**src/rtl/lhmg_pkg.sv**
```systemverilog
// Shared constants for the load history mode governor.
// Used by the top level; depends on nothing.
package lhmg_pkg;

    localparam int LOAD_W = 14;
    localparam int LOAD_MAX_INT = 10000;
    localparam logic [LOAD_W-1:0] LOAD_MAX = 14'd10000;

    localparam int DEF_HISTORY_DEPTH = 60;
    localparam int DEF_SHORT_WINDOW = 5;

    localparam logic [LOAD_W-1:0] DEF_HIGH_THRESHOLD = 14'd3300;
    localparam logic [LOAD_W-1:0] DEF_LOW_THRESHOLD = 14'd2500;

    localparam int CFG_AW = 3;
    localparam int CFG_DW = 32;

    localparam logic REG_HIGH_THRESHOLD = 1'b0;
    localparam logic REG_LOW_THRESHOLD = 1'b1;

    localparam logic [1:0] MODE_NONE = 2'd0;
    localparam logic [1:0] MODE_PERF = 2'd1;
    localparam logic [1:0] MODE_SAVER = 2'd2;

endpackage

```
**src/rtl/load_history_mode_governor.sv**
```systemverilog
// Top level of the load history mode governor: sequencer, running sums and APB registers.
// Depends on lhmg_pkg, lhmg_hist_mem and lhmg_serial_div.
// Each request carries one load sample and yields one result with the short and long
// truncated means and a mode request. After acceptance, states S_BACK, S_OLD and S_ADD
// read the leaving samples from the history memory and update the sums. S_DIV_S follows,
// and then there are two passes of the shared one-bit-per-cycle divider (14 quotient bits
// each). The next request is taken only once the block is back in S_IDLE, after its result
// is loaded, so a request occupies the block until then.
// With fewer than SHORT_WINDOW samples held, the divider passes are skipped and the zero
// result is offered from S_DONE. The block holds its last step while an earlier result
// waits in the output register.
module load_history_mode_governor #(
    parameter int HISTORY_DEPTH = lhmg_pkg::DEF_HISTORY_DEPTH,
    parameter int SHORT_WINDOW = lhmg_pkg::DEF_SHORT_WINDOW
) (
    input  logic                        i_clk,
    input  logic                        i_rst_n,
    input  logic                        i_in_valid,
    output logic                        o_in_ready,
    input  logic [lhmg_pkg::LOAD_W-1:0] i_load_sample,
    output logic                        o_out_valid,
    input  logic                        i_out_ready,
    output logic                        o_averages_valid,
    output logic [lhmg_pkg::LOAD_W-1:0] o_short_average,
    output logic [lhmg_pkg::LOAD_W-1:0] o_long_average,
    output logic [1:0]                  o_mode_request,
    input  logic                        psel,
    input  logic                        penable,
    input  logic                        pwrite,
    input  logic [lhmg_pkg::CFG_AW-1:0] paddr,
    input  logic [lhmg_pkg::CFG_DW-1:0] pwdata,
    output logic [lhmg_pkg::CFG_DW-1:0] prdata,
    output logic                        pready
);

    import lhmg_pkg::*;

    localparam int MAX_N = (HISTORY_DEPTH > SHORT_WINDOW) ? HISTORY_DEPTH : SHORT_WINDOW;
    localparam int SLOT_W = $clog2(HISTORY_DEPTH);
    localparam int IDX_W = SLOT_W + 1;
    localparam int CNT_W = $clog2(HISTORY_DEPTH + 1);
    localparam int DIV_W = $clog2(MAX_N + 1);
    localparam int SUM_W = $clog2(MAX_N * LOAD_MAX_INT + 1);
    localparam bit SW_FITS = (SHORT_WINDOW <= HISTORY_DEPTH);
    localparam int BACK_OFS = SW_FITS ? (HISTORY_DEPTH - SHORT_WINDOW) : 0;

    localparam logic [3:0] S_IDLE   = 4'd0;
    localparam logic [3:0] S_BACK   = 4'd1;
    localparam logic [3:0] S_OLD    = 4'd2;
    localparam logic [3:0] S_ADD    = 4'd3;
    localparam logic [3:0] S_DIV_S  = 4'd4;
    localparam logic [3:0] S_WAIT_S = 4'd5;
    localparam logic [3:0] S_DIV_L  = 4'd6;
    localparam logic [3:0] S_WAIT_L = 4'd7;
    localparam logic [3:0] S_DONE   = 4'd8;

    logic [3:0]        r_state;
    logic [3:0]        n_state;
    logic [LOAD_W-1:0] r_high;
    logic [LOAD_W-1:0] r_low_thr;
    logic [LOAD_W-1:0] r_sample;
    logic [SLOT_W-1:0] r_slot;
    logic [CNT_W-1:0]  r_held;
    logic [SUM_W-1:0]  r_total;
    logic [SUM_W-1:0]  r_recent;
    logic              r_enough;
    logic [LOAD_W-1:0] r_short;
    logic [LOAD_W-1:0] r_long;

    logic              r_out_valid;
    logic              r_avg_valid;
    logic [LOAD_W-1:0] r_short_out;
    logic [LOAD_W-1:0] r_long_out;
    logic [1:0]        r_mode;

    logic              in_acc;
    logic              cfg_wr;
    logic [LOAD_W-1:0] sat_sample;
    logic [IDX_W-1:0]  back_ext;
    logic [SLOT_W-1:0] back_slot;
    logic              mem_rd_en;
    logic [SLOT_W-1:0] mem_rd_addr;
    logic              mem_wr_en;
    logic [LOAD_W-1:0] mem_rd_data;
    logic              div_start;
    logic [SUM_W-1:0]  div_dividend;
    logic [DIV_W-1:0]  div_divisor;
    logic              div_done;
    logic [LOAD_W-1:0] div_quotient;
    logic              out_load;
    logic [1:0]        mode_calc;

    assign in_acc = i_in_valid && o_in_ready;
    assign o_in_ready = (r_state == S_IDLE);
    assign cfg_wr = psel && penable && pwrite && pready;
    assign pready = 1'b1;

    assign sat_sample = (i_load_sample > LOAD_MAX) ? LOAD_MAX : i_load_sample;

    always_comb begin
        back_ext = {1'b0, r_slot} + IDX_W'(BACK_OFS);
        if (back_ext >= IDX_W'(HISTORY_DEPTH)) begin
            back_ext = back_ext - IDX_W'(HISTORY_DEPTH);
        end
        back_slot = back_ext[SLOT_W-1:0];
    end

    assign mem_rd_en = in_acc || (r_state == S_BACK);
    assign mem_rd_addr = (r_state == S_BACK) ? r_slot : back_slot;
    assign mem_wr_en = (r_state == S_OLD);

    lhmg_hist_mem #(
        .DEPTH  (HISTORY_DEPTH),
        .ADDR_W (SLOT_W),
        .DATA_W (LOAD_W)
    ) u_hist_mem (
        .i_clk     (i_clk),
        .i_wr_en   (mem_wr_en),
        .i_wr_addr (r_slot),
        .i_wr_data (r_sample),
        .i_rd_en   (mem_rd_en),
        .i_rd_addr (mem_rd_addr),
        .o_rd_data (mem_rd_data)
    );

    assign div_start = (r_state == S_DIV_L) || ((r_state == S_DIV_S) && r_enough);
    assign div_dividend = (r_state == S_DIV_L) ? r_total : r_recent;
    assign div_divisor = (r_state == S_DIV_L) ? DIV_W'(r_held) : DIV_W'(SHORT_WINDOW);

    lhmg_serial_div #(
        .DVD_W (SUM_W),
        .DSR_W (DIV_W),
        .Q_W   (LOAD_W)
    ) u_serial_div (
        .i_clk      (i_clk),
        .i_rst_n    (i_rst_n),
        .i_start    (div_start),
        .i_dividend (div_dividend),
        .i_divisor  (div_divisor),
        .o_done     (div_done),
        .o_quotient (div_quotient)
    );

    always_comb begin
        n_state = r_state;
        case (r_state)
            S_IDLE: begin
                if (in_acc) begin
                    n_state = S_BACK;
                end
            end
            S_BACK:   n_state = S_OLD;
            S_OLD:    n_state = S_ADD;
            S_ADD:    n_state = S_DIV_S;
            S_DIV_S:  n_state = r_enough ? S_WAIT_S : S_DONE;
            S_WAIT_S: begin
                if (div_done) begin
                    n_state = S_DIV_L;
                end
            end
            S_DIV_L:  n_state = S_WAIT_L;
            S_WAIT_L: begin
                if (div_done) begin
                    n_state = S_DONE;
                end
            end
            S_DONE: begin
                if (out_load) begin
                    n_state = S_IDLE;
                end
            end
            default:  n_state = S_IDLE;
        endcase
    end

    assign out_load = (r_state == S_DONE) && (!r_out_valid || i_out_ready);

    always_comb begin
        if (r_short > r_high && r_short > r_long) begin
            mode_calc = MODE_PERF;
        end else if (r_short < r_low_thr && r_short <= r_long) begin
            mode_calc = MODE_SAVER;
        end else begin
            mode_calc = MODE_NONE;
        end
    end

    always_ff @(posedge i_clk) begin
        if (!i_rst_n) begin
            r_state <= S_IDLE;
            r_slot <= '0;
            r_held <= '0;
            r_total <= '0;
            r_recent <= '0;
            r_out_valid <= 1'b0;
            r_high <= DEF_HIGH_THRESHOLD;
            r_low_thr <= DEF_LOW_THRESHOLD;
        end else begin
            r_state <= n_state;
            if (cfg_wr) begin
                case (paddr[2])
                    REG_HIGH_THRESHOLD: r_high <= pwdata[LOAD_W-1:0];
                    REG_LOW_THRESHOLD:  r_low_thr <= pwdata[LOAD_W-1:0];
                    default:            r_high <= r_high;
                endcase
            end
            if (in_acc) begin
                r_sample <= sat_sample;
            end
            if (r_state == S_BACK) begin
                if (SW_FITS && DIV_W'(r_held) >= DIV_W'(SHORT_WINDOW)) begin
                    r_recent <= r_recent - SUM_W'(mem_rd_data);
                end
            end
            if (r_state == S_OLD) begin
                if (r_held >= CNT_W'(HISTORY_DEPTH)) begin
                    r_total <= r_total - SUM_W'(mem_rd_data);
                    r_held <= CNT_W'(HISTORY_DEPTH - 1);
                end
            end
            if (r_state == S_ADD) begin
                r_total <= r_total + SUM_W'(r_sample);
                r_recent <= r_recent + SUM_W'(r_sample);
                r_held <= r_held + 1'b1;
                r_enough <= (DIV_W'(r_held) + 1'b1) >= DIV_W'(SHORT_WINDOW);
                if (r_slot == SLOT_W'(HISTORY_DEPTH - 1)) begin
                    r_slot <= '0;
                end else begin
                    r_slot <= r_slot + 1'b1;
                end
            end
            if (r_state == S_WAIT_S && div_done) begin
                r_short <= div_quotient;
            end
            if (r_state == S_WAIT_L && div_done) begin
                r_long <= div_quotient;
            end
            if (out_load) begin
                r_out_valid <= 1'b1;
                r_avg_valid <= r_enough;
                r_short_out <= r_enough ? r_short : '0;
                r_long_out <= r_enough ? r_long : '0;
                r_mode <= r_enough ? mode_calc : MODE_NONE;
            end else if (i_out_ready) begin
                r_out_valid <= 1'b0;
            end
        end
    end

    always_comb begin
        case (paddr[2])
            REG_HIGH_THRESHOLD: prdata = CFG_DW'(r_high);
            REG_LOW_THRESHOLD:  prdata = CFG_DW'(r_low_thr);
            default:            prdata = '0;
        endcase
    end

    assign o_out_valid = r_out_valid;
    assign o_averages_valid = r_avg_valid;
    assign o_short_average = r_short_out;
    assign o_long_average = r_long_out;
    assign o_mode_request = r_mode;

endmodule

```
**src/rtl/lhmg_hist_mem.sv**
```systemverilog
// Sample history memory with one write port and one registered read port.
// Standalone; no package dependency.
module lhmg_hist_mem #(
    parameter int DEPTH = 60,
    parameter int ADDR_W = 6,
    parameter int DATA_W = 14
) (
    input  logic              i_clk,
    input  logic              i_wr_en,
    input  logic [ADDR_W-1:0] i_wr_addr,
    input  logic [DATA_W-1:0] i_wr_data,
    input  logic              i_rd_en,
    input  logic [ADDR_W-1:0] i_rd_addr,
    output logic [DATA_W-1:0] o_rd_data
);

    logic [DATA_W-1:0] r_mem [DEPTH];
    logic [DATA_W-1:0] r_rd_data;

    always_ff @(posedge i_clk) begin
        if (i_wr_en) begin
            r_mem[i_wr_addr] <= i_wr_data;
        end
    end

    always_ff @(posedge i_clk) begin
        if (i_rd_en) begin
            r_rd_data <= r_mem[i_rd_addr];
        end
    end

    assign o_rd_data = r_rd_data;

endmodule

```
**src/rtl/lhmg_serial_div.sv**
```systemverilog
// Restoring divider that produces one quotient bit per cycle.
// Standalone; the caller guarantees that the quotient fits in Q_W bits.
module lhmg_serial_div #(
    parameter int DVD_W = 20,
    parameter int DSR_W = 7,
    parameter int Q_W = 14
) (
    input  logic             i_clk,
    input  logic             i_rst_n,
    input  logic             i_start,
    input  logic [DVD_W-1:0] i_dividend,
    input  logic [DSR_W-1:0] i_divisor,
    output logic             o_done,
    output logic [Q_W-1:0]   o_quotient
);

    localparam int STEP_W = $clog2(Q_W);

    logic              r_busy;
    logic              r_done;
    logic [STEP_W-1:0] r_step;
    logic [DSR_W-1:0]  r_rem;
    logic [DSR_W-1:0]  r_dsr;
    logic [Q_W-1:0]    r_low;

    logic [DSR_W:0]    trial;
    logic [DSR_W:0]    diff;
    logic              fits;
    logic [DSR_W-1:0]  n_rem;

    always_comb begin
        trial = {r_rem, r_low[Q_W-1]};
        diff = trial - {1'b0, r_dsr};
        fits = (trial >= {1'b0, r_dsr});
        n_rem = fits ? diff[DSR_W-1:0] : trial[DSR_W-1:0];
    end

    always_ff @(posedge i_clk) begin
        if (!i_rst_n) begin
            r_busy <= 1'b0;
            r_done <= 1'b0;
            r_step <= '0;
        end else begin
            r_done <= 1'b0;
            if (i_start) begin
                r_busy <= 1'b1;
                r_step <= '0;
                r_rem <= DSR_W'(i_dividend >> Q_W);
                r_low <= i_dividend[Q_W-1:0];
                r_dsr <= i_divisor;
            end else if (r_busy) begin
                r_rem <= n_rem;
                r_low <= {r_low[Q_W-2:0], fits};
                r_step <= r_step + 1'b1;
                if (r_step == STEP_W'(Q_W - 1)) begin
                    r_busy <= 1'b0;
                    r_done <= 1'b1;
                end
            end
        end
    end

    assign o_done = r_done;
    assign o_quotient = r_low;

endmodule
```
**config.mk**
```make
export PLATFORM = sky130hd
export DESIGN_NAME = load_history_mode_governor
export DESIGN_NICKNAME = d
export VERILOG_FILES = /design/src/rtl/lhmg_pkg.sv /design/src/rtl/load_history_mode_governor.sv /design/src/rtl/lhmg_hist_mem.sv /design/src/rtl/lhmg_serial_div.sv
export SDC_FILE = /design/constraint.sdc
export NUM_CORES = 2
export LEC_CHECK = 0
export ABC_AREA = 1
export BUFFER_PORTS_ARGS = -buffer_cell sky130_fd_sc_hd__buf_2
export CORE_UTILIZATION = 57
export DETAILED_ROUTE_END_ITERATION = 7
export PLACE_DENSITY = 0.8
export SLEW_MARGIN = 20
export SYNTH_ARGS = -nofsm -noshare
export SYNTH_HDL_FRONTEND = slang
export SYNTH_SLANG_ARGS = --single-unit
```
**constraint.sdc**
```tcl
create_clock -name i_clk -period 3.7 [get_ports i_clk]
set_input_delay 0.37 -clock i_clk [delete_from_list [all_inputs] [get_ports i_clk]]
set_output_delay 0.37 -clock i_clk [all_outputs]
set_load 0.01 [all_outputs]
```
-- Word-level counts from Yosys, hierarchy flattened
Memory sizes are Yosys's and may differ from the RTL's. A register that Yosys moved wholly into a read port is not among the register bits.
Cells that the tools add are included.
- memories: 1
- flip-flop bits (word level): 191
- RAM bits: 840
- logic and storage cells: 132
- output and inout bits: 66
- memories (name ; depth ; width ; read ports ; clocked after memory_dff ; wr ports ; RTL line ; RTL):
    u_hist_mem.r_mem ; 60 ; 14 ; 1 ; 1 ; 1 ; lhmg_hist_mem.sv:17 ; logic [DATA_W-1:0] r_mem [DEPTH];
- multiplexer cells: 35
- reductions and logical operators: 35
- order comparisons: 10
- equality and inequality tests: 14
- add/sub/neg operators: 10
- bitwise gates (word level): 4
- operators by type and width (cell ; count):
    $mux 20 ; 7
    $pmux 32 s2 ; 1
    $mux 6 ; 9
    $add 20x14->20 ; 2
    $sub 20x14->20 ; 2
    $pmux 4 s9 ; 1
    $gt 14x14->1 ; 2
    $mux 14 ; 2
    $reduce_and 2->1 ; 11
    $mux 4 ; 5
    $eq 4x3->1 const B ; 4
    $gt 14x14->1 const B ; 1
    $le 14x14->1 ; 1
    $lt 14x14->1 ; 1
    $add 6x1->6 const B ; 2
    $ge 6x3->1 const B ; 2
    $reduce_bool 2->1 ; 6
    $logic_and 1x1->1 ; 9
    $mux 1 ; 9
    $eq 4x2->1 const B ; 2
    $eq 4x4->1 const B ; 2
    $add 6x6->7 const B ; 1
    $ge 7x6->1 ; 1
    $ge 7x6->1 const B ; 1
    16 further kinds ; 24

-- Depth between registers and ports, before layout
- word-level depth: 5
- mapped depth: 22

-- Hierarchy
From an unflattened synthesis, not the netlist that was laid out.
- cell total of the unflattened synthesis: 4603
- area total of the unflattened synthesis: 47199.0 um^2
- modules (own cells, without submodules) (module ; times used ; area each (um^2) ; cells each):
    lhmg_hist_mem ; 1 ; 35121.2 ; 3010
    load_history_mode_governor ; 1 ; 10378.7 ; 1404
    lhmg_serial_div ; 1 ; 1699.1 ; 189

-- Worst setup path before layout
No wires, ideal clock.
- kind: input to register
- start point: input i_rst_n
- end point: register r_avg_valid (netlist: o_averages_valid), enable pin
- path buffers: 3
- library setup time: 458 ps
- arrival time: 3266 ps
- stages: 5
- data required time: 3242 ps
- setup slack: -24 ps
- cells stage by stage: clkbuf_1 -> inv_1 -> clkbuf_1 -> buf_1 -> nor3_1
- cells in the longest elaborated chain, start to end: 1
- ends and longest elaborated chain (what ; RTL line ; RTL):
    from (decl) ; load_history_mode_governor.sv:17 ; input logic i_rst_n,
    $reduce_and 2->1 (no line) ; -- ;
    to (signal assigned) ; load_history_mode_governor.sv:240 ; r_avg_valid <= r_enough;
    to (decl) ; load_history_mode_governor.sv:71 ; logic r_avg_valid;
No other way between the ends.
A chain may end at the register's enable or synchronous reset.

-- Worst setup path in the final report
- start point: register u_hist_mem.r_rd_data[1] (netlist: u_hist_mem.o_rd_data[1]), read port of u_hist_mem.r_mem
- end point: register r_recent[16]
- cells in the longest elaborated chain, start to end: 4
- ends and longest elaborated chain (what ; RTL line ; RTL):
    from (decl) ; lhmg_hist_mem.sv:18 ; logic [DATA_W-1:0] r_rd_data;
    $sub 20x14->20 ; load_history_mode_governor.sv:212 ; r_recent <= r_recent - SUM_W'(mem_rd_data);
    $mux 20 ; load_history_mode_governor.sv:211 ; if (SW_FITS && DIV_W'(r_held) >= DIV_W'(SHORT_WINDOW)) begin
    $mux 20 ; load_history_mode_governor.sv:210 ; if (r_state == S_BACK) begin
    $mux 20 ; load_history_mode_governor.sv:221 ; if (r_state == S_ADD) begin
    to (signal assigned) ; load_history_mode_governor.sv:212 ;
    to (signal assigned) ; load_history_mode_governor.sv:223 ; r_recent <= r_recent + SUM_W'(r_sample);
    to (decl) ; load_history_mode_governor.sv:65 ; logic [SUM_W-1:0] r_recent;
No other way between the ends. The select of a mux whose other input is x is not followed.

==> impl_metrics.py <==
metrics = {
    "outcome": {
        "status": "finished, final reports clean",
    },
    "timing": {
        "hold_ws_ns": 0.01772,
        "clock.fmax_ghz": 0.2883,
        "max_slew_margin_pct": 28.46,
        "setup_ws_ns": 0.2312,
        "slew_viol_final": 0,
        "finalCriticalPeriod_ns": 3.469,
        "setup_tns_ns": 0,
        "period_share_pct": 93.75,
        "tightest_slew_ns": 1.069,
        "final-hold-violation-count": 0,
        "fin_skew_ns": 0.05786,
        "setup_viol": 0,
    },
    "place": {
        "place.gp.congestion": 0.9921,
        "dp_cells": 5380,
        "portBuffers": 82,
        "hpwl_mm": 72.65,
        "post-place-ws_ns": 0.1369,
        "dpl_cell_area_sq_mm": 0.04863,
    },
    "floorplan": {
        "die_w_um": 287.2,
        "row_count": 104,
        "initial_core_util_pct": 57.58,
        "die-area_sq_mm": 0.08251,
        "chipHeight_um": 287.2,
        "io_pins": 122,
        "coreArea_sq_mm": 0.08055,
    },
    "setup_path": {
        "end_kind": "flop",
        "worstSetupStartpoint": "u_hist_mem.o_rd_data[1]$_DFFE_PP_",
        "crit_chain": "nor3_2 -> nand3b_1 -> nor2_2 -> nand2_1 -> or2_2 -> nor2_1 -> nand2_1 -> xnor2_1 -> a21oi_1 -> buf_4 -> ha_1 -> a21oi_1 -> o21ai_0 -> a21oi_1 -> o21ai_0 -> and2_1 -> o21ai_0 -> o211ai_1 -> inv_1",
        "critPathKind": "flop to flop",
        "cp_max_fo": 6,
        "cpMaxStageDelayCell": "edfxtp_1",
        "timing.rr.start": "u_hist_mem.o_rd_data[1]$_DFFE_PP_",
        "critPathTopFamily": "simple AND/OR/NAND/NOR gates",
        "arrival_ns": 4.10,
        "start_kind": "flop",
        "cp.required_ns": 4.33,
        "timing.critical_path.buf_inv": 2,
        "slowest_delay_ns": 0.40,
    },
    "layout": {
        "num_antenna_cells": 0,
        "fillerInstances": 5738,
        "final_layout_size_suffix_gt1_share_pct": 10.30,
        "final_cell_mix": "edfxtp_1, nand2_1, nor2_1, o21ai_0, inv_1",
        "nets": 4595,
        "area_delta_synth_final_pct": 12.65,
        "mostFrequentLayoutCell": "edfxtp_1",
        "final_cells": 5584,
        "stdcell_area_sq_mm": 0.05224,
    },
    "route": {
        "drt-initial-drc-count": 4013,
        "wl_per_cell_um": 21.20,
        "postRouteAntennaNets": 0,
        "via_count": 33420,
        "met3_wirelength_mm": 11.16,
        "wl_met2_mm": 56.12,
        "drc_errors": 0,
        "wl_met1_mm": 45.29,
        "finalWirelength_mm": 118.4,
        "top_layer_used": "met4",
        "firstDrtPassIters": 6,
        "via_per_inst": 5.984,
    },
    "synth": {
        "ys_seq_area_share_pct": 65.70,
        "synth_cell_types": 55,
        "syn_area_sq_mm": 0.04638,
        "yosys_warnings": 0,
        "synth_cells": 4296,
        "avgSynthCellArea_sq_um": 10.80,
        "ys_ff_latch": 1045,
        "synthArstFlopShare_pct": 0,
        "synth_edf_count": 954,
        "yosysTopAreaCellShare_pct": 61.77,
        "synth_flop_cell": "edfxtp_1",
        "synthTopCellsByArea": "edfxtp_1, nand2_1, nor2_1",
        "yosysTopAreaCell": "edfxtp_1",
    },
    "pwr": {
        "peakVddDrop_mv": 0.4886,
        "total_leakage_power_nw": 19.56,
        "powerDensity_mw_per_mm2": 557.3,
    },
    "clock_tree": {
        "cts.sinks": 1045,
        "clockBufferDepth": 3,
        "htree_levels": 3,
        "cts_buffers": 104,
        "clock_latency_ns": 0.70,
        "cts.reportedPaths.clkPinSlew_ns": 0.06,
        "cts_tree": "yes",
        "cts_root_buffer": "clkbuf_16",
    },
    "global_route": {
        "grt_pass1_wl_mm": 179.2,
        "antenna_found_initial": 0,
        "grt_util_all_layers_pct": 28.44,
        "grt_pass1_vias": 31590,
        "grt_max_degree": 107,
        "grt_overflow_total": 0,
    },
    "min_path": {
        "min_path_type": "input pin to flop",
        "hold_start": "i_out_ready",
    },
    "job": {
        "maxCapViolations": 0,
    },
}
==> sequential cells by signal, indices dropped and copies added (netlist names), 4 cells and up <==
signal / count
r_short: 14
o_long_average: 14
u_hist_mem.r_mem: 840
u_serial_div.r_dsr: 6
r_slot: 6
r_long: 14
r_held: 6
r_low_thr: 14
o_short_average: 14
u_serial_div.o_quotient: 14
u_serial_div.r_rem: 6
r_high: 14
r_state: 4
r_total: 20
r_sample: 14
u_hist_mem.o_rd_data: 14
r_recent: 20
u_serial_div.r_step: 4
==> worst min-delay path, stage by stage <==
cell and delay [ns]:
buf_2 0.08, nor2_1 0.07, inv_1 0.07, a21oi_1 0.06
==> power by group <==
| group | internal [mW] | switching [mW] |
|---|---|---|
| sequential | 13.0 | 0.0994 |
| clock | 6.09 | 4.51 |
| combinational | 1.69 | 3.71 |
| total | 20.8 | 8.32 |
==> repair_timing <==
| action | 4_1_cts | 5_1_grt |
|---|---|---|
| resized for setup | 0 | 8 |
| endpoints found under the setup margin | 0 | 11 |
| hold buffers | 11 | 0 |
| setup buffers | 0 | 1 |
| hold endpoints to repair | 17 | 0 |
==> cell families (layout without fill, tap and decap cells) <==
| kind of cell | after synthesis | after routing | share of synthesized area, % |
|---|---|---|---|
| AOI/OAI and AO/OA | 901 | 901 | 10.64 |
| buffers and inverters | 570 | 781 | 5.242 |
| and+or+nand+nor | 1638 | 1638 | 14.87 |
| muxes | 1 | 1 | 0.02158 |
| adders and majority gates | 101 | 101 | 2.774 |
| other | 2 | 19 | 0.01619 |
| DFF | 1045 | 1045 | 65.70 |
| xor gates and xnor gates | 38 | 38 | 0.7339 |
==> worst paths after layout <==
| kind | endpoint | slack [ns] | depth (start not counted) |
|---|---|---|---|
| worst max-delay path | r_recent[16]$_SDFFE_PN0P_ | 0.23 | 19 |
| worst min-delay path | o_out_valid$_SDFFE_PN0P_ | 0.02 | 4 |
| worst max register to register | r_recent[16]$_SDFFE_PN0P_ | 0.23 | 19 |
| worst min register to register | r_long[5]$_DFFE_PP_ | 0.48 | 0 |
==> per-layer routing <==
metal  global-route usage, %  vias up
met5                       0        -
li1                        -    15360
met2                   46.16     1857
met4                   14.06        0
met3                   4.548      324
met1                   37.37    15880
==> layout make-up <==
type | instances | area (sq um) | area share, %
clock buffer | 129 | 2756 | 5.276
clock inverter | 63 | 711.9 | 1.363
inverter | 317 | 1195 | 2.287
multi-input combinational | 2698 | 13630 | 26.09
sequential | 1045 | 30470 | 58.32
tap | 1060 | 1326 | 2.539
timing repair buffer | 272 | 2152 | 4.119
==> synth_stat cells (all sizes together), types with 26 or more instances <==
| cell type | count |
|---|---|
| a21oi | 247 |
| buf | 142 |
| clkbuf | 111 |
| dfxtp | 91 |
| edfxtp | 954 |
| ha | 98 |
| inv | 317 |
| nand2 | 685 |
| nand3 | 294 |
| nand3b | 46 |
| nor2 | 546 |
| o21ai | 432 |
| o22ai | 126 |
| xor2 | 26 |
==> through the flow <==
| stage | total power, mW | util [%] |
|---|---|---|
| 3_5_place_dp | 18.57 | 60.38 |
| 5_1_grt | 30.09 | 64.86 |
| 6_report | 29.12 | 64.86 |
| 3_3_place_gp | 18.46 | 60.38 |
| 4_1_cts | 29.05 | 64.82 |
| 2_1_floorplan | 16.81 | - |
Note: power is estimated with default switching activity, not from simulation.
